`config.mk`:
```
export PLATFORM = sky130hd
export DESIGN_NAME = tgmm_ctrl
export DESIGN_NICKNAME = d
export VERILOG_FILES = /design/src/rtl/core/tgmm_pkg.sv /design/src/rtl/core/tgmm_ctrl.sv
export SDC_FILE = /design/constraint.sdc
export NUM_CORES = 1
export LEC_CHECK = 0
export BUFFER_PORTS_ARGS = -buffer_cell sky130_fd_sc_hd__buf_4
export CAP_MARGIN = 20
export CORE_MARGIN = 5
export CORE_UTILIZATION = 53
export CTS_CLUSTER_DIAMETER = 120
export CTS_CLUSTER_SIZE = 12
export DETAILED_ROUTE_END_ITERATION = 8
export HOLD_SLACK_MARGIN = 0.06
export PLACE_DENSITY = 0.79
export SKIP_LAST_GASP = 1
export SLEW_MARGIN = 30
export SYNTH_ARGS = -nofsm -noshare
export SYNTH_HDL_FRONTEND = slang
export SYNTH_SLANG_ARGS = --single-unit
```
`constraint.sdc`:
```
create_clock -name clk -period 3.4 [get_ports clk]
set_input_delay 0.51 -clock clk [delete_from_list [all_inputs] [get_ports clk]]
set_output_delay 0.51 -clock clk [all_outputs]
set_load 0.03 [all_outputs]
```
`src/rtl/core/tgmm_pkg.sv`:
```
// Shared types, constants and codes of the timed gain matrix mixer.
// Used by every module of the block; depends on nothing.
package tgmm_pkg;

  localparam int MAX_OBJECTS  = 16;
  localparam int MAX_SPEAKERS = 16;
  localparam int OBJ_W        = $clog2(MAX_OBJECTS);
  localparam int SPK_W        = $clog2(MAX_SPEAKERS);
  localparam int ADDR_W       = OBJ_W + SPK_W;
  localparam int MEM_DEPTH    = MAX_OBJECTS * MAX_SPEAKERS;
  localparam int CNT_W        = 5;
  localparam int GAIN_W       = 16;
  localparam int RATIO_W      = 16;
  localparam int ACC_W        = 36;
  localparam int TIME_W       = 32;
  localparam int LEN_W        = 24;
  localparam int DRAIN_CYCLES = 4;
  localparam int DRAIN_W      = $clog2(DRAIN_CYCLES);

  localparam logic [TIME_W-1:0] TIME_NONE = '1;
  localparam logic [LEN_W-1:0]  LEN_NONE  = '1;

  // Item modes.
  localparam logic [1:0] MODE_STAGE  = 2'd0;
  localparam logic [1:0] MODE_COMMIT = 2'd1;
  localparam logic [1:0] MODE_AUDIO  = 2'd2;

  // Result kinds.
  localparam logic [1:0] KIND_SAMPLE = 2'd0;
  localparam logic [1:0] KIND_ACCEPT = 2'd1;
  localparam logic [1:0] KIND_REJECT = 2'd2;

  // Configuration register indexes.
  localparam logic REG_NUM_OBJECTS  = 1'b0;
  localparam logic REG_NUM_SPEAKERS = 1'b1;

  // Operation applied to one gain row.
  typedef enum logic [2:0] {
    OP_JUMP,
    OP_RAMP,
    OP_PEND,
    OP_REACH,
    OP_MIX
  } row_op_t;

  typedef struct packed {
    logic [1:0]         mode;
    logic [3:0]         object_index;
    logic [3:0]         speaker_index;
    logic signed [15:0] gain_value;
    logic [31:0]        start_time;
    logic [23:0]        transition_duration;
    logic signed [15:0] sample_value;
  } item_t;

  typedef struct packed {
    logic [1:0]         kind;
    logic [3:0]         out_speaker;
    logic signed [15:0] speaker_sample;
    logic               last_of_frame;
  } result_t;

  // Commands from the controller to the datapath.
  typedef struct packed {
    logic              load_item;
    logic              stage_write;
    logic              ratio_start;
    logic              row_issue;
    logic [SPK_W-1:0]  row_s;
    row_op_t           row_op;
    logic              obj_sel_scan;
    logic [OBJ_W-1:0]  scan_idx;
    logic              obj_update;
    logic              emit_kind;
    logic [1:0]        kind;
    logic              emit_spk;
    logic [SPK_W-1:0]  emit_idx;
    logic              tick;
    logic              clear_we;
    logic [ADDR_W-1:0] clear_addr;
  } cmd_t;

  // Status from the datapath to the controller.
  typedef struct packed {
    logic [1:0]       mode;
    logic             start_none;
    logic             start_lt;
    logic             start_eq;
    logic             len_zero;
    logic             retarget;
    logic             obj_in_use;
    logic             obj_last;
    logic [CNT_W-1:0] ns_eff;
    logic             ratio_busy;
    logic             scan_hit;
    logic             out_free;
  } status_t;

endpackage

```
`src/rtl/core/tgmm_ctrl.sv`:
```
// Controller of the mixer: sequences memory clear, item decode, ratio, row passes,
// timing updates, result beats and the ramp end scan. Depends on tgmm_pkg.
module tgmm_ctrl (
  input  logic                clk,
  input  logic                rst,
  input  logic                item_valid,
  output logic                item_stall,
  input  tgmm_pkg::status_t   sts,
  output tgmm_pkg::cmd_t      cmd
);
  import tgmm_pkg::*;

  typedef enum logic [11:0] {
    ST_CLEAR      = 12'b0000_0000_0001,
    ST_IDLE       = 12'b0000_0000_0010,
    ST_DECODE     = 12'b0000_0000_0100,
    ST_RATIO_GO   = 12'b0000_0000_1000,
    ST_RATIO_WAIT = 12'b0000_0001_0000,
    ST_ROW_ISSUE  = 12'b0000_0010_0000,
    ST_ROW_DRAIN  = 12'b0000_0100_0000,
    ST_OBJ_UPD    = 12'b0000_1000_0000,
    ST_EMIT_KIND  = 12'b0001_0000_0000,
    ST_EMIT_SPK   = 12'b0010_0000_0000,
    ST_TICK       = 12'b0100_0000_0000,
    ST_SCAN       = 12'b1000_0000_0000
  } state_t;

  state_t            state, state_next;
  row_op_t           op, op_next;
  logic [1:0]        kind, kind_next;
  logic              use_scan, use_scan_next;
  logic [SPK_W-1:0]  cnt, cnt_next;
  logic [OBJ_W-1:0]  scan_k, scan_k_next;
  logic [DRAIN_W-1:0] drain, drain_next;
  logic [ADDR_W-1:0] clr_addr, clr_addr_next;
  logic              row_last;
  logic              spk_last;
  logic              scan_last;

  assign item_stall = (state != ST_IDLE);
  assign spk_last   = ({1'b0, cnt} == sts.ns_eff - CNT_W'(1));
  assign row_last   = (op == OP_MIX) ? spk_last : (cnt == SPK_W'(MAX_SPEAKERS - 1));
  assign scan_last  = (scan_k == OBJ_W'(MAX_OBJECTS - 1));

  always_ff @(posedge clk) begin
    if (rst) begin
      state    <= ST_CLEAR;
      op       <= OP_JUMP;
      kind     <= KIND_ACCEPT;
      use_scan <= 1'b0;
      cnt      <= '0;
      scan_k   <= '0;
      drain    <= '0;
      clr_addr <= '0;
    end else begin
      state    <= state_next;
      op       <= op_next;
      kind     <= kind_next;
      use_scan <= use_scan_next;
      cnt      <= cnt_next;
      scan_k   <= scan_k_next;
      drain    <= drain_next;
      clr_addr <= clr_addr_next;
    end
  end

  always_comb begin
    state_next    = state;
    op_next       = op;
    kind_next     = kind;
    use_scan_next = use_scan;
    cnt_next      = cnt;
    scan_k_next   = scan_k;
    drain_next    = drain;
    clr_addr_next = clr_addr;

    cmd              = '0;
    cmd.row_op       = op;
    cmd.obj_sel_scan = use_scan;
    cmd.scan_idx     = scan_k;
    cmd.row_s        = cnt;
    cmd.emit_idx     = cnt;
    cmd.kind         = kind;
    cmd.clear_addr   = clr_addr;

    case (state)
      // Zero the gain memories after reset.
      ST_CLEAR: begin
        cmd.clear_we  = 1'b1;
        clr_addr_next = clr_addr + ADDR_W'(1);
        if (clr_addr == ADDR_W'(MEM_DEPTH - 1)) state_next = ST_IDLE;
      end

      ST_IDLE: begin
        if (item_valid) begin
          cmd.load_item = 1'b1;
          use_scan_next = 1'b0;
          state_next    = ST_DECODE;
        end
      end

      // Choose the work for the item just taken.
      ST_DECODE: begin
        cnt_next   = '0;
        state_next = ST_IDLE;
        case (sts.mode)
          MODE_STAGE: begin
            cmd.stage_write = 1'b1;
          end
          MODE_COMMIT: begin
            if (sts.start_none) begin
              state_next = ST_IDLE;
            end else if (sts.start_lt) begin
              kind_next  = KIND_REJECT;
              state_next = ST_EMIT_KIND;
            end else if (sts.start_eq) begin
              if (sts.len_zero) begin
                op_next    = OP_JUMP;
                state_next = ST_ROW_ISSUE;
              end else begin
                op_next    = OP_RAMP;
                state_next = ST_RATIO_GO;
              end
            end else begin
              op_next    = OP_PEND;
              state_next = sts.retarget ? ST_RATIO_GO : ST_ROW_ISSUE;
            end
          end
          MODE_AUDIO: begin
            if (sts.obj_in_use) begin
              op_next    = OP_MIX;
              state_next = ST_RATIO_GO;
            end
          end
          default: begin
            state_next = ST_IDLE;
          end
        endcase
      end

      ST_RATIO_GO: begin
        cmd.ratio_start = 1'b1;
        state_next      = ST_RATIO_WAIT;
      end

      ST_RATIO_WAIT: begin
        if (!sts.ratio_busy) begin
          cnt_next   = '0;
          state_next = ST_ROW_ISSUE;
        end
      end

      // One gain entry enters the row pipeline per cycle.
      ST_ROW_ISSUE: begin
        cmd.row_issue = 1'b1;
        if (row_last) begin
          drain_next = '0;
          state_next = ST_ROW_DRAIN;
        end else begin
          cnt_next = cnt + SPK_W'(1);
        end
      end

      ST_ROW_DRAIN: begin
        if (drain == DRAIN_W'(DRAIN_CYCLES - 1)) begin
          cnt_next = '0;
          if (op == OP_MIX) begin
            state_next = sts.obj_last ? ST_EMIT_SPK : ST_IDLE;
          end else begin
            state_next = ST_OBJ_UPD;
          end
        end else begin
          drain_next = drain + DRAIN_W'(1);
        end
      end

      ST_OBJ_UPD: begin
        cmd.obj_update = 1'b1;
        if (op == OP_REACH) begin
          if (scan_last) begin
            state_next = ST_IDLE;
          end else begin
            scan_k_next = scan_k + OBJ_W'(1);
            state_next  = ST_SCAN;
          end
        end else begin
          kind_next  = KIND_ACCEPT;
          state_next = ST_EMIT_KIND;
        end
      end

      ST_EMIT_KIND: begin
        if (sts.out_free) begin
          cmd.emit_kind = 1'b1;
          state_next    = ST_IDLE;
        end
      end

      // One speaker sum per beat at the end of a frame.
      ST_EMIT_SPK: begin
        if (sts.out_free) begin
          cmd.emit_spk = 1'b1;
          if (spk_last) begin
            state_next = ST_TICK;
          end else begin
            cnt_next = cnt + SPK_W'(1);
          end
        end
      end

      ST_TICK: begin
        cmd.tick      = 1'b1;
        scan_k_next   = '0;
        use_scan_next = 1'b1;
        state_next    = ST_SCAN;
      end

      // Look at each object for a ramp ending at the new time.
      ST_SCAN: begin
        if (sts.scan_hit) begin
          op_next    = OP_REACH;
          cnt_next   = '0;
          state_next = ST_ROW_ISSUE;
        end else if (scan_last) begin
          state_next = ST_IDLE;
        end else begin
          scan_k_next = scan_k + OBJ_W'(1);
        end
      end

      default: begin
        state_next = ST_IDLE;
      end
    endcase
  end

endmodule

```
# [Word level (Yosys, flattened, before mapping)]
# Cells that the tools add are included.
# Widths: inputs -> output; s select.
[totals] regBits=36 output_inout_bits=36 wordCells=136
[op_classes] add_sub_neg=5 eq_ne=45 mux=64 n_reduce_logical=14
[ops] cell="$mux 12" count=15
[ops] cell="$pmux 12 s12" count=1
[ops] cell="$mux 4" count=10
[ops] cell="$ne 2x2->1 const B" count=17
[ops] cell="$pmux 12 s2" count=1
[ops] cell="$pmux 4 s6" count=1
[ops] cell="$mux 10" count=2
[ops] cell="$mux 1" count=15
[ops] cell="$mux 3" count=5
[ops] cell="$eq 12x1->1 const B" count=1
[ops] cell="$eq 12x10->1 const B" count=1
[ops] cell="$eq 12x11->1 const B" count=1
[ops] cell="$eq 12x12->1 const B" count=1
[ops] cell="$eq 12x2->1 const B" count=1
[ops] cell="$eq 12x3->1 const B" count=1
[ops] cell="$eq 12x4->1 const B" count=1
[ops] cell="$eq 12x5->1 const B" count=1
[ops] cell="$eq 12x6->1 const B" count=1
[ops] cell="$eq 12x7->1 const B" count=1
[ops] cell="$eq 12x8->1 const B" count=1
[ops] cell="$eq 12x9->1 const B" count=1
[ops] cell="$mux 2" count=6
[ops] cell="$mux 6" count=2
[ops] cell="$ne 12x2->1 const B" count=1
[ops] cell="28 further kinds" count=40

# [Depth between registers and ports, before layout]
[depth] ltp_word=6 depth_mapped=8

# [Worst setup path after synthesis]
# OpenSTA, ideal clock, no wires.
[synth_path] path_type="reg-to-output" startpoint="register state[11]" endpoint="output port cmd[34] (netlist bit)" t_arrival_ns=2.469 t_required_ns=2.890 slack_ns=0.421 stages_incl_launch_ff=7 n_path_buf=2 path_cell_list="dfxtp_1 -> or4_1 -> buf_2 -> or4_4 -> or3b_1 -> buf_2 -> nor2_1"
[synth_rtl] item="start: declaration" line="tgmm_ctrl.sv:28" rtl="state_t state, state_next;"
[synth_rtl] item="start signal: assignment" line="tgmm_ctrl.sv:56" rtl="state <= state_next;"
[synth_rtl] item="end: declaration" line="tgmm_ctrl.sv:9" rtl="output tgmm_pkg::cmd_t cmd"

==> metrics.yaml <==
status:
  status: "complete, no violations"
die:
  row_count: 24
  die_h_um: 76.4
  core_um2: 4320
  die_area_um2: 5830
  die_x_um: 76.4
  initial_utilization_pct: 54.0
  ios: 56
critical_path:
  r2r_slack_ns: 0.68
  r2r_start: "state[5]$_SDFFE_PP0P_"
  r2r_cells: 5
  end_kind: "output port"
  cp_max_fo: 7
  reg2reg_to: "cnt[2]$_SDFFE_PP0P_"
  cp.depth: 5
  crit_buf_inv: 1
  critPathKind: "flip-flop to output port"
  cp_slowest_stage_delay_ns: 0.70
  crit_family: "simple AND/OR/NAND/NOR gates"
  cp_slowest_cell: "or4_1"
  crit_chain: "or4_1 > or4_4 > or3b_1 > nor2_1 > buf_4"
  worstPathArrival_ns: 2.64
  start_kind: "flip-flop"
  required_ns: 2.89
pwr:
  power_density_nw_per_um2: 352
  p_sw_share_pct: 27.8
  p_sw_mw: 0.277
  leakage_nw: 1.16
  p_comb_share_pct: 16.4
  seqPwrFrac_pct: 44.9
  worst_ir_drop_vdd_v: 0.000249
  power_frac_clock_pct: 38.7
  p_int_mw: 0.720
timing:
  min_period_ns: 3.15
  finClkSkew_ns: 0.00543
  drv_slew: 0
  finalCritPeriodShare_pct: 92.7
  tightest_slew_ns: 0.633
  hold_viol_final: 0
  setup_tns_ns: 0
  rsz0062_at_grt: "false"
  slew_headroom_pct: 57.6
  finalSetupViolCount: 0
  fmax_ghz: 0.317
clocking:
  cts_tree: "built"
  htreeDepth: 2
  cts_setup_buffers: 0
  path_clk_slew_ns: 0.08
  cts_sinks: 36
  cts_hold_buf: 0
  cts_resized: 0
  clock-root-buffer: "clkbuf_8"
  numCtsBuffers: 5
  cts_buffer_depth: 2
  insertion_delay_ns: 0.30
run:
  cap_viol_max_count: 0
detailed_routing:
  vias_per_cell: 5.91
  first_iter_violations: 199
  vias: 2253
  dr.pass1.iters: 4
  drc_errors: 0
  wl_per_cell_um: 15.2
  ant_nets: 0
  routed_wl_um: 5780
logic_synthesis:
  synthSimpleGateAreaFrac_pct: 35.3
  synth-compound-area-share_pct: 13.9
  synth.avg_cell_area_um2: 8.25
  synth-seq-cells: 36
  synthCells: 283
  synthXorXnorAreaFrac_pct: 7.72
  ys_warn_count: 0
  synth_nets: 311
  synthAdderAreaFrac_pct: 4.29
  synth_top_family_by_area: "simple AND/OR/NAND/NOR gates"
  ys_seq_area_share_pct: 30.9
  synth.distinct_cells: 64
  async_flop_share_pct: 0
  synth_mux_area_share_pct: 1.29
  synth_edf_count: 0
  syn_area_um2: 2330
  ys.flop_type: "dfxtp_1"
place:
  port_buffers: 55
  dp_hpwl_um: 4400
  dpl_cell_area_um2: 2720
  routabilityCongestion: 0.915
global_routing:
  grt_max_degree: 34
  grt_pass1_vias: 2089
  overflow: 0
  track_usage_pct: 20.1
  grt_pass1_wl_um: 9690
  antenna_found_initial: 0
final_layout:
  fin_nets: 356
  fin_area_um2: 2830
  syn_to_final_growth_pct: 21.4
  num-fill-cells: 402
  multi_input_area_um2: 1460
  diodes: 0
  final_cell_mix: "56 x buf_4, 37 x nor2_1, 36 x dfxtp_1"
  seqCellArea_um2: 721
  drive_above_1_share_pct: 25.2
  final_common_cell: "buf_4"
worst_hold_path:
  hold_class: "input port to flip-flop"
  hold_depth: 3
  worstHoldEndpoint: "state[4]$_SDFFE_PP0P_"
  min_from: "sts[2]"
-- area by class of cell --
| class | instances | share of cell area, % |
|---|---|---|
| clock buffer | 5 | 2.43 |
| clock inverter | 3 | 1.50 |
| inverter | 15 | 1.99 |
| multi-input combinational | 214 | 51.5 |
| sequential | 36 | 25.4 |
| tap | 52 | 2.30 |
| timing repair buffer | 56 | 14.8 |
-- metrics by stage --
step / total power [mW] / std cells / utilization [%] / hold WS [ns] / setup slack (ns)
2_1_floorplan: 0.562 / 283 / - / 0.481 / 0.421
6_report: 0.997 / 381 / 65.5 / 0.446 / 0.247
3_5_place_dp: 0.621 / 373 / 62.9 / 0.458 / 0.581
4_1_cts: 1.01 / 381 / 65.5 / 0.440 / 0.249
3_3_place_gp: 0.618 / 373 / 62.9 / 0.447 / 0.608
5_1_grt: 1.04 / 381 / 65.5 / 0.463 / 0.158
-- how the worst max path moves through the flow --
stage,start,end,slack [ns]
2_1_floorplan,state[11]$_SDFFE_PP0P_,cmd[34],0.42
3_3_place_gp,state[11]$_SDFFE_PP0P_,cmd[34],0.61
3_5_place_dp,state[11]$_SDFFE_PP0P_,cmd[34],0.58
4_1_cts,state[11]$_SDFFE_PP0P_,cmd[34],0.25
5_1_grt,state[11]$_SDFFE_PP0P_,cmd[34],0.16
6_report,state[11]$_SDFFE_PP0P_,cmd[34],0.25
-- cell usage after synthesis, types with 2 or more instances --
cell      number  share of area, %
inv_1         15               2.4
or3_4          2              0.97
a31oi_1        3              0.80
o31ai_1        2              0.64
nand3_1       11               2.4
buf_4          7               2.3
o41ai_1        2              0.75
or3_1          2              0.54
o21a_1         2              0.64
nor3_1        13               2.8
nor2_1        37               6.0
nand2_1       10               1.6
a311oi_1       3               1.1
and3_1         3              0.80
nor3_2         2              0.86
and2_1         2              0.54
xnor2_1        8               3.0
ha_1           8               4.3
a22oi_1        2              0.64
mux2i_1        3               1.3
or4_1          6               1.9
o21ai_0        7               1.5
xor2_1        10               3.8
clkbuf_1       8               1.3
nand3b_1       3              0.97
a211oi_1       2              0.64
nand4_1        7               1.9
buf_2          3              0.64
a21oi_1        9               1.9
nor2b_1        4               1.1
or4b_2         4               1.7
or2_2          2              0.54
nor3b_1        6               1.9
nor4_1         6               1.6
nand2b_1       5               1.3
dfxtp_1       36                31
-- routing by layer --
layer,vias up,GRT usage (%),part of all wire [%]
met5,-,0,0
met4,0,9.27,2.5
met3,14,4.96,6.3
met2,80,32.2,47
met1,1037,25.4,44
li1,1122,-,-
-- registers in the layout (all words and copies together), names as in the netlist --
signal	count
drain	2
cnt	4
kind	2
use_scan	1
clr_addr	8
scan_k	4
op	3
state	12
-- cell families (layout without fill, tap and decap cells) --
family / after synthesis / count (layout)
buf+inv: 33 / 79
compound gates: 46 / 46
fa+ha+maj: 8 / 8
simple gates: 138 / 138
mux: 3 / 3
xor+xnor: 19 / 19
flops: 36 / 36
-- power by group through the flow --
stage	clock (mW)	sequential (mW)	combinational (mW)
detailed placement	0	0.457	0.164
CTS	0.392	0.448	0.165
global route	0.410	0.450	0.180
floorplan	0	0.472	0.0898
global placement	0	0.457	0.161
finish	0.386	0.448	0.164
-- worst reg2reg max path: stages (launching register included) --
cell     delay, ns
dfxtp_1       0.43
or4_1         0.66
nor3_2        0.57
nor4_2        0.21
or3_4         0.44
o41ai_2       0.30
No activity file was read; power rests on OpenSTA's default activity.
